File: src/design/atcc_pkg.sv
// shared constants, field widths and tag lookup for the averaged telemetry block
// no dependencies
`timescale 1ns / 1ps

package atcc_pkg;

    // field and state widths
    localparam int SAMPLE_W = 8;
    localparam int SUM_W    = 14;
    localparam int CNT_W    = 6;
    localparam int CH_W     = 2;
    localparam int ROUND_W  = 4;
    localparam int AVG_W    = 8;
    localparam int BYTE_W   = 8;
    localparam int IDX_W    = 2;
    localparam int CFG_W    = 8;

    localparam int SAMPLES_PER_AVERAGE_DEF = 40;

    // register reset values
    localparam logic [7:0]         HIGH_THRESHOLD_RST = 8'd230;
    localparam logic [7:0]         LOW_THRESHOLD_RST  = 8'd161;
    localparam logic [ROUND_W-1:0] ROUNDS_RST         = 4'd5;

    // register indexes
    localparam logic [1:0] REG_HIGH_THRESHOLD = 2'd0;
    localparam logic [1:0] REG_LOW_THRESHOLD  = 2'd1;
    localparam logic [1:0] REG_ROUNDS         = 2'd2;

    // channel codes
    localparam logic [CH_W-1:0] CH_TEMP    = 2'd0;
    localparam logic [CH_W-1:0] CH_VOLTAGE = 2'd1;
    localparam logic [CH_W-1:0] CH_CURRENT = 2'd2;

    // byte positions within one group
    localparam logic [IDX_W-1:0] POS_TAG0 = 2'd0;
    localparam logic [IDX_W-1:0] POS_TAG1 = 2'd1;
    localparam logic [IDX_W-1:0] POS_AVG  = 2'd2;

    // tag letters
    localparam logic [BYTE_W-1:0] CHR_P = 8'h70;
    localparam logic [BYTE_W-1:0] CHR_M = 8'h6d;
    localparam logic [BYTE_W-1:0] CHR_S = 8'h73;
    localparam logic [BYTE_W-1:0] CHR_K = 8'h6b;
    localparam logic [BYTE_W-1:0] CHR_F = 8'h66;
    localparam logic [BYTE_W-1:0] CHR_H = 8'h68;

    // two-letter channel tag, second selects the second letter
    function automatic logic [BYTE_W-1:0] tag_char(input logic [CH_W-1:0] ch,
                                                   input logic second);
        logic [BYTE_W-1:0] c;
        case (ch)
            CH_TEMP:    c = second ? CHR_M : CHR_P;
            CH_VOLTAGE: c = second ? CHR_K : CHR_S;
            default:    c = second ? CHR_H : CHR_F;
        endcase
        return c;
    endfunction

endpackage

File: src/design/atcc_avg_div.sv
// group average: sum divided by the sample count via reciprocal multiply
// depends on atcc_pkg
`timescale 1ns / 1ps

module atcc_avg_div #(
    parameter int SAMPLES_PER_AVERAGE = atcc_pkg::SAMPLES_PER_AVERAGE_DEF
) (
    input  logic [atcc_pkg::SUM_W-1:0] sum,
    output logic [atcc_pkg::AVG_W-1:0] avg
);
    import atcc_pkg::*;

    // shift of sum width plus log2 of divisor makes the rounded-up
    // reciprocal exact for every sum below 2**SUM_W
    localparam int SHIFT  = SUM_W + $clog2(SAMPLES_PER_AVERAGE);
    localparam int MAGIC  = ((2 ** SHIFT) + SAMPLES_PER_AVERAGE - 1) / SAMPLES_PER_AVERAGE;
    localparam int PROD_W = SUM_W + SHIFT + 1;

    logic [PROD_W-1:0] prod;

    assign prod = PROD_W'(sum) * PROD_W'(MAGIC);
    assign avg  = prod[SHIFT +: AVG_W];

endmodule

File: src/design/averaged_telemetry_charge_control.sv
// top level: sample accumulation, group output buffer and charge hysteresis
// depends on atcc_pkg and atcc_avg_div
`timescale 1ns / 1ps

// Samples arrive in channel order: SAMPLES_PER_AVERAGE for temperature, then
// as many for voltage, then for current, repeating. One sample is accepted
// per cycle, but for the wait below; a sample that does not finish a group
// produces nothing. The sample that finishes a group loads a one-group
// output buffer, which then sends three bytes (two tag letters and the
// truncated average), one per cycle while m_ready is high. Accumulation
// goes on while the buffer drains; only a group-finishing sample waits,
// and only while the buffer still holds bytes other than the one leaving
// this cycle. After rounds_per_decision complete rounds (0 acts as 1) the
// last voltage average is compared with the thresholds when the current
// group finishes, and the three bytes of that group already show the new
// charge level. Registers are written through cfg_wr_en / cfg_index /
// cfg_wdata, taken at once; indexes beyond the list are ignored. Write
// them only while idle.
module averaged_telemetry_charge_control #(
    parameter int SAMPLES_PER_AVERAGE = atcc_pkg::SAMPLES_PER_AVERAGE_DEF
) (
    input  logic                          aclk,
    input  logic                          aresetn,
    // configuration writes
    input  logic                          cfg_wr_en,
    input  logic [1:0]                    cfg_index,
    input  logic [atcc_pkg::CFG_W-1:0]    cfg_wdata,
    // sample requests
    input  logic                          s_valid,
    output logic                          s_ready,
    input  logic [atcc_pkg::SAMPLE_W-1:0] s_sample,
    // telemetry requests
    output logic                          m_valid,
    input  logic                          m_ready,
    output logic [atcc_pkg::BYTE_W-1:0]   m_tx_byte,
    output logic [atcc_pkg::CH_W-1:0]     m_group_channel,
    output logic                          m_last_byte,
    output logic                          m_charge_on
);
    import atcc_pkg::*;

    localparam logic [CNT_W-1:0] CNT_LAST = CNT_W'(SAMPLES_PER_AVERAGE - 1);

    // configuration registers
    logic [7:0]         high_thr_reg;
    logic [7:0]         low_thr_reg;
    logic [ROUND_W-1:0] rounds_reg;

    // accumulation state
    logic [SUM_W-1:0]   sum_reg;
    logic [CNT_W-1:0]   count_reg;
    logic [CH_W-1:0]    chan_reg;
    logic [ROUND_W-1:0] round_reg;
    logic [AVG_W-1:0]   last_volt_reg;
    logic               charge_reg;

    // output buffer, one group
    logic               grp_valid_reg;
    logic [IDX_W-1:0]   pos_reg;
    logic [AVG_W-1:0]   grp_avg_reg;
    logic [CH_W-1:0]    grp_ch_reg;

    logic [SUM_W-1:0]   sum_upd;
    logic [AVG_W-1:0]   avg;
    logic               cnt_last;
    logic               buf_free;
    logic               s_fire;
    logic               m_fire;
    logic               grp_done;
    logic [ROUND_W-1:0] round_need;
    logic [ROUND_W-1:0] round_inc;
    logic               decide;

    assign sum_upd  = sum_reg + SUM_W'(s_sample);
    assign cnt_last = (count_reg == CNT_LAST);
    assign m_fire   = grp_valid_reg && m_ready;
    // buffer can take a new group if empty or its final byte leaves now
    assign buf_free = !grp_valid_reg || (m_ready && pos_reg == POS_AVG);
    assign s_ready  = !cnt_last || buf_free;
    assign s_fire   = s_valid && s_ready;
    assign grp_done = s_fire && cnt_last;

    atcc_avg_div #(
        .SAMPLES_PER_AVERAGE(SAMPLES_PER_AVERAGE)
    ) u_div (
        .sum(sum_upd),
        .avg(avg)
    );

    // round counting, zero rounds acts as one, a counter wrap also decides
    assign round_need = (rounds_reg == '0) ? ROUND_W'(1) : rounds_reg;
    assign round_inc  = round_reg + ROUND_W'(1);
    assign decide     = (round_inc >= round_need) || (round_inc == '0);

    // configuration
    always_ff @(posedge aclk) begin
        if (!aresetn) begin
            high_thr_reg <= HIGH_THRESHOLD_RST;
            low_thr_reg  <= LOW_THRESHOLD_RST;
            rounds_reg   <= ROUNDS_RST;
        end else if (cfg_wr_en) begin
            case (cfg_index)
                REG_HIGH_THRESHOLD: high_thr_reg <= cfg_wdata;
                REG_LOW_THRESHOLD:  low_thr_reg  <= cfg_wdata;
                REG_ROUNDS:         rounds_reg   <= cfg_wdata[ROUND_W-1:0];
                default:            ;
            endcase
        end
    end

    // accumulation, channel sequencing and hysteresis
    always_ff @(posedge aclk) begin
        if (!aresetn) begin
            sum_reg       <= '0;
            count_reg     <= '0;
            chan_reg      <= CH_TEMP;
            round_reg     <= '0;
            last_volt_reg <= '0;
            charge_reg    <= 1'b0;
        end else if (s_fire) begin
            if (!cnt_last) begin
                sum_reg   <= sum_upd;
                count_reg <= count_reg + CNT_W'(1);
            end else begin
                sum_reg   <= '0;
                count_reg <= '0;
                if (chan_reg == CH_VOLTAGE) begin
                    last_volt_reg <= avg;
                end
                if (chan_reg >= CH_CURRENT) begin
                    chan_reg <= CH_TEMP;
                    if (decide) begin
                        round_reg <= '0;
                        // on test first, so it wins if thresholds cross
                        if (last_volt_reg > high_thr_reg) begin
                            charge_reg <= 1'b1;
                        end else if (last_volt_reg < low_thr_reg) begin
                            charge_reg <= 1'b0;
                        end
                    end else begin
                        round_reg <= round_inc;
                    end
                end else begin
                    chan_reg <= chan_reg + CH_W'(1);
                end
            end
        end
    end

    // output buffer control
    always_ff @(posedge aclk) begin
        if (!aresetn) begin
            grp_valid_reg <= 1'b0;
            pos_reg       <= POS_TAG0;
        end else if (grp_done) begin
            grp_valid_reg <= 1'b1;
            pos_reg       <= POS_TAG0;
        end else if (m_fire) begin
            if (pos_reg == POS_AVG) begin
                grp_valid_reg <= 1'b0;
                pos_reg       <= POS_TAG0;
            end else begin
                pos_reg <= pos_reg + IDX_W'(1);
            end
        end
    end

    // output buffer payload
    always_ff @(posedge aclk) begin
        if (grp_done) begin
            grp_avg_reg <= avg;
            grp_ch_reg  <= chan_reg;
        end
    end

    // byte selection
    always_comb begin
        case (pos_reg)
            POS_TAG0: m_tx_byte = tag_char(grp_ch_reg, 1'b0);
            POS_TAG1: m_tx_byte = tag_char(grp_ch_reg, 1'b1);
            default:  m_tx_byte = grp_avg_reg;
        endcase
    end

    assign m_valid         = grp_valid_reg;
    assign m_group_channel = grp_ch_reg;
    assign m_last_byte     = (pos_reg == POS_AVG);
    // the level only moves when a group loads, after the old group has left
    assign m_charge_on     = charge_reg;

    // a finished group always starts at its first tag letter
    a_load_first: assert property (@(posedge aclk) disable iff (!aresetn)
        grp_done |=> (grp_valid_reg && pos_reg == POS_TAG0))
        else $error("group load did not start at the first byte");

    // a finishing sample never overwrites bytes still waiting
    a_no_overrun: assert property (@(posedge aclk) disable iff (!aresetn)
        (grp_valid_reg && !(m_ready && pos_reg == POS_AVG)) |-> !grp_done)
        else $error("group buffer overrun");

    // charge level changes only when a current group finishes
    a_charge_src: assert property (@(posedge aclk) disable iff (!aresetn)
        !$stable(charge_reg) |-> $past(grp_done && chan_reg >= CH_CURRENT))
        else $error("charge level changed outside a deciding group");

    // sample counter stays inside one group
    a_count_range: assert property (@(posedge aclk) disable iff (!aresetn)
        count_reg <= CNT_LAST)
        else $error("sample counter out of range");

endmodule

File: config.mk
export PLATFORM = sky130hd
export DESIGN_NAME = averaged_telemetry_charge_control
export DESIGN_NICKNAME = d
export VERILOG_FILES = /design/src/design/atcc_pkg.sv /design/src/design/atcc_avg_div.sv /design/src/design/averaged_telemetry_charge_control.sv
export SDC_FILE = /design/constraint.sdc
export NUM_CORES = 1
export LEC_CHECK = 0
export BUFFER_PORTS_ARGS = -buffer_cell sky130_fd_sc_hd__buf_2
export CAP_MARGIN = 25
export CORE_MARGIN = 10
export CORE_UTILIZATION = 47
export CTS_BUF_LIST = sky130_fd_sc_hd__clkbuf_8
export DETAILED_ROUTE_END_ITERATION = 6
export GPL_TIMING_DRIVEN = 0
export PLACE_DENSITY_LB_ADDON = 0.3
export SKIP_LAST_GASP = 1
export SYNTH_ARGS = -nofsm -noshare
export SYNTH_HDL_FRONTEND = slang
export SYNTH_SLANG_ARGS = --single-unit
File: constraint.sdc
create_clock -name aclk -period 11 [get_ports aclk]
set_input_delay 1.65 -clock aclk [delete_from_list [all_inputs] [get_ports aclk]]
set_output_delay 1.65 -clock aclk [all_outputs]
set_load 0.1 [all_outputs]
==> results of run 1 <==
[cells in the final DEF (no fill, tap or decap), types with 12 or more instances in the layout]
cell	count
clkbuf_1	13
buf_2	34
fa_1	62
a21o_1	16
nand3_1	15
inv_1	159
ha_1	128
a21oi_1	46
dfxtp_1	58
xnor2_1	20
nor2_1	51
nand2_1	62
o21ai_0	22
clkbuf_8	12
[layout make-up]
type                            count  area (µm²)
Sequential cell                    68        1460
Clock buffer                       10         138
Tap cell                          188         235
Multi-Input combinational cell    560        5110
Clock inverter                      6        55.1
Fill cell                        1427        7330
Buffer                             18         106
Inverter                          159         597
Timing Repair Buffer               34         170
[cells by family after synthesis]
logic type	after synthesis	synth area share [%]
XOR/XNOR	30	3.61
multiplexers	12	1.69
flip-flops	68	20.1
adder cells (fa/ha/maj)	190	39.1
AO/OA/AOI/OAI	134	12.3
AND/OR/NAND/NOR	194	13.5
buffers and inverters	177	9.67
[worst register-to-register path: stages, from the launching register on]
cell and delay, ps:
dfxtp_1 320, ha_1 330, o21ai_0 170, o21a_1 220
o31ai_1 610, and3_1 330, xor2_1 290, inv_1 150
fa_1 570, inv_1 60, fa_1 470, fa_1 500
fa_1 550, inv_1 70, fa_1 540, inv_1 50
fa_1 490, inv_1 50, ha_1 350, nand4_1 140
o21ai_0 110, o21a_1 210, nor4_2 570, o31ai_2 140
xnor2_1 330, a31o_1 190
[metal layers]
metal  vias to the layer above  GRT usage, %  part of all wire [%]
met4                         0          4.04                   1.2
met2                        70          23.8                    46
met1                      2512          20.8                    50
li1                       2758             -                     -
met3                        13          1.67                   3.0
met5                         -             0                     0
[per-stage QoR]
| stage | hold slack, ps | cells | area, µm² | setup slack (ps) | utilization, % |
|---|---|---|---|---|---|
| 3_5_place_dp | 450 | 1027 | 7680 | 1840 | 50.5 |
| 4_1_cts | 461 | 1043 | 7870 | 2150 | 51.8 |
| 3_3_place_gp | 447 | 1027 | 7680 | 1880 | 50.5 |
| 5_1_grt | 483 | 1043 | 7870 | 1710 | 51.8 |
| 6_report | 460 | 1043 | 7870 | 2050 | 51.8 |
| 2_1_floorplan | 436 | 805 | 7270 | 2710 | - |
[path summary, 6_finish.rpt]
kind,from,endpoint,cells after the start
min,high_thr_reg[3]$_SDFFE_PN0P_,high_thr_reg[3]$_SDFFE_PN0P_,2
max,s_sample[2],last_volt_reg[7]$_SDFFE_PN0P_,26
max reg2reg,sum_reg[2]$_SDFFE_PN0P_,last_volt_reg[7]$_SDFFE_PN0P_,25
min reg2reg,high_thr_reg[3]$_SDFFE_PN0P_,high_thr_reg[3]$_SDFFE_PN0P_,2
==> reports/metrics.yaml, run 1 <==
drt-total-wl_um: 14800
grt_setup_unrepaired: "false"
cpMostUsedCell: "fa_1"
grt_overflow: 0
synth_cells: 805
grt_max_degree: 12
fp.dieH_um: 144
grt_pass1_wl_um: 25200
drv_slew: 0
root_buffer: "clkbuf_8"
yosysMostFrequentCell: "inv_1"
core_area_um2: 15200
antenna_found_initial: 0
slew_headroom_pct: 50.6
cp.arrival_ps: 9240
min_period_over_period_pct: 81.4
crit_buf_inv: 6
finalWeightedCongestion: 0.831
cp.required_ps: 11290
h-tree-depth: 3
area.growth.synth_to_final_pct: 8.23
synth_edf_count: 10
synth_common_cells: "inv_1 (158), ha_1 (128), fa_1 (62), nand2_1 (62), dfxtp_1 (58)"
ctsHoldBuffers: 0
crit_slowest_cell: "o31ai_1"
via_per_inst: 5.13
end_kind: "flop"
clk_pin_slew_worst_paths_ps: 70
n_antenna_cell: 0
netlist.area_leader.share_pct: 22.0
drive_gt1_share_pct: 8.89
synth_area_per_cell_um2: 9.03
clock_latency_ps: 350
postCtsSetupBuffers: 0
max_freq_mhz: 112
fp.dieArea_um2: 20800
synthTopCellsByArea: "ha_1 (22%), fa_1 (17%), dfxtp_1 (16%)"
ys.flop_type: "dfxtp_1"
ys_seq_elements: 68
finalNetCount: 1063
ys_warn_count: 0
min_period_ps: 8950
grt_use_total_pct: 14.9
synth_seq_area_share_pct: 20.1
maxCapViolCount: 0
yosys.area.top_type: "ha_1"
port_buffers: 34
ant_nets: 0
post_cts_resized: 0
row_count: 45
drt-pass1-iter-count: 5
start_kind: "input port"
cts_made_buffers: 9
synth_nets: 1018
cts_sinks: 68
critical_path.top_delay_family: "adder cells"
dp_hpwl_um: 12700
hold_viol_final: 0
largest_reg_flops: 14
crit_type: "in -> reg"
num_io_pins: 37
ys_async_sr_fraction_pct: 0
netlist_area_um2: 7270
synth_cell_type_count: 66
hold_class: "reg -> reg"
cts_tree: "yes"
clockBufferDepth: 2
fin_skew_ps: 10.2
rrSetupSlack_ps: 3130
initial_utilization_pct: 47.8
drc: 0
cp_max_fo: 6
wire_per_inst_um: 14.2
tns_ps: 0
max_slew.worst_pin.slew_ps: 735
setup_viol: 0
slowest_delay_ps: 610
die_w_um: 144
vias: 5353
grt_pass1_vias: 5263
drt_iter0_markers: 251
status: "finished, final reports clean"
Power of run 1 is left out: the tool's default activity adds up to more than one toggle a clock period on the data nets, which glitch-free logic cannot reach.
==> inputs of run 2 (changes only) <==
ABC_AREA = 1   (was not set)
clock period = 8.7 ns   (was 11 ns; I/O delays follow)
==> reports/metrics.yaml, run 2 <==
status: "finished, final reports clean"
grt_util_met1_pct: 20.9  # +0.095 points
yosysMostFrequentCell: "inv_1"
finalNetCount: 1315  # +24%
clk_pin_slew_worst_paths_ps: 70  # about the same
grt_overflow: 0  # unchanged
num_io_pins: 37  # unchanged
largest_reg_flops: 14  # unchanged
netlist.area_leader.share_pct: 20.8  # -1.3 points
via_per_inst: 4.82  # -6.2%
cts_sinks: 68  # unchanged
synth_nets: 1269  # +25%
row_count: 46  # +2.2%
root_buffer: "clkbuf_8"
cts_tree: "yes"
slew_headroom_pct: 45.7  # -4.9 points
fp.dieH_um: 148  # +2.6%
busiest_layer: "met2"
ant_nets: 0  # unchanged
gr-usage-met3_pct: 2.94  # +1.3 points
multi_input_area_um2: 5230  # +2.4%
h-tree-depth: 3  # unchanged
max_slew.worst_pin.slew_ps: 808  # +73.1 ps
cp_max_fo: 6  # unchanged
crit_buf_inv: 6  # unchanged
synthTopCellsByArea: "ha_1 (21%), fa_1 (16%), dfxtp_1 (15%)"
cp.required_ps: 8820  # -2470 ps
area.growth.synth_to_final_pct: 8.25  # about the same
ctsHoldBuffers: 0  # unchanged
synth_edf_count: 10  # unchanged
drive_gt1_share_pct: 5.96  # -2.9 points
synth_common_cells: "inv_1 (254), nand2_1 (248), ha_1 (128)"
met2_usage_pct: 25.5  # +1.8 points
yosys.area.top_type: "ha_1"
slowest_delay_ps: 540  # -70 ps
synth_seq_area_share_pct: 18.9  # -1.2 points
synth_area_per_cell_um2: 7.31  # -19%
post_cts_resized: 0  # unchanged
crit_type: "in -> reg"
dp_hpwl_um: 14300  # +12%
finalWeightedCongestion: 0.879  # +5.8%
grt_use_total_pct: 15.8  # +0.91 points
setup_viol: 0  # unchanged
drt-total-wl_um: 16300  # +10%
critical_path.top_delay_family: "adder cells"
ys_warn_count: 0  # unchanged
n_antenna_cell: 0  # unchanged
vias: 6371  # +19%
wire_per_inst_um: 12.3  # -13%
drt-pass1-iter-count: 5  # unchanged
netlist_area_um2: 7710  # +6.1%
initial_utilization_pct: 48.2  # +0.39 points
synth_cells: 1056  # +31%
clock_latency_ps: 370  # +20 ps
cpMostUsedCell: "fa_1"
port_buffers: 35  # +2.9%
antenna_found_initial: 0  # unchanged
ys.flop_type: "dfxtp_1"
ys_async_sr_fraction_pct: 0  # unchanged
seq_area_um2: 1460  # unchanged
fp.dieArea_um2: 21900  # +5.3%
grt_pass1_vias: 6358  # +21%
hold_class: "reg -> reg"
core_area_um2: 16000  # +5.3%
grt_pass1_wl_um: 28800  # +14%
die_w_um: 148  # +2.6%
crit_slowest_cell: "fa_1"
final_cell_mix: "inv_1 (254), nand2_1 (248), ha_1 (128), nor2_1 (71), a21oi_1 (66)"
hold_viol_final: 0  # unchanged
cp.arrival_ps: 7400  # -1840 ps
synth_cell_type_count: 34  # -48%
ys_seq_elements: 68  # unchanged
min_period_ps: 7280
final_common_cell: "inv_1"
fin_skew_ps: 15.5  # +5.30 ps
postCtsSetupBuffers: 0  # unchanged
grt_max_degree: 14  # +2
maxCapViolCount: 0  # unchanged
grt_setup_unrepaired: "false"
clockBufferDepth: 2  # unchanged
cts_made_buffers: 9  # unchanged
drv_slew: 0  # unchanged
nFillCells: 1641  # +15%
drt_iter0_markers: 322  # +28%
drc: 0  # unchanged
min_period_over_period_pct: 83.6
max_freq_mhz: 137
end_kind: "flop"
start_kind: "input port"
tns_ps: 0  # unchanged
## run 2: cell types whose count changed after synthesis, sizes merged, moves of 15 or more
cell and delta:
xnor2 -19, nand3 +42, a21o -15, nand2 +186
a21oi +20, nor2 +22, inv +98
## run 2: final timing paths
path                               startpoint                          end  slack [ps]  cells past startpoint
hold reg to reg   low_thr_reg[2]$_SDFFE_PN0P_  low_thr_reg[2]$_SDFFE_PN0P_         470                      2
hold / removal    low_thr_reg[2]$_SDFFE_PN0P_  low_thr_reg[2]$_SDFFE_PN0P_         470                      2
setup reg to reg      sum_reg[0]$_SDFFE_PN0P_     grp_avg_reg[7]$_DFFE_PP_        2100                     27
setup / recovery                  s_sample[0]     grp_avg_reg[7]$_DFFE_PP_        1420                     28
## run 2: final cells by class
class,instances,share of cell area (%)
Tap cell,216,3.24
Sequential cell,68,17.5
Buffer,13,0.749
Clock inverter,7,0.809
Multi-Input combinational cell,718,62.6
Inverter,257,11.6
Clock buffer,9,1.48
Timing Repair Buffer,35,2.10
## run 2: tightest hold or removal path, delay by kind of cell, from the launching register on
family          cells  cell delay [ps]
flops               1              300
buf+inv             1               70
compound gates      1               60
## run 2: cells by family (layout without fill, tap and decap cells)
logic type | Yosys count | after routing | share of synthesized area (%)
buf+inv | 270 | 321 | 13.3
simple gates | 415 | 415 | 22.7
fa+ha+maj | 190 | 190 | 36.8
xor+xnor | 9 | 9 | 1.02
compound gates | 104 | 104 | 7.22
flops | 68 | 68 | 18.9
## run 2: per-layer routing
layer	vias to the layer above	wire length [µm]
met5	-	0
met4	0	323
met3	20	628
met2	92	7330
met1	2906	8040
li1	3353	-
## run 2: metrics by stage
step | hold WS (ps) | util, % | std cells | worst slack [ps] | area (µm²)
6_report | 470 | 52.2 | 1323 | 1420 | 8350
5_1_grt | 492 | 52.2 | 1323 | 965 | 8350
4_1_cts | 471 | 52.2 | 1323 | 1410 | 8350
3_5_place_dp | 460 | 51.0 | 1307 | 1030 | 8160
3_3_place_gp | 453 | 51.0 | 1307 | 1100 | 8160
2_1_floorplan | 429 | - | 1056 | 1710 | 7710
Power of run 2 is left out for the same reason.
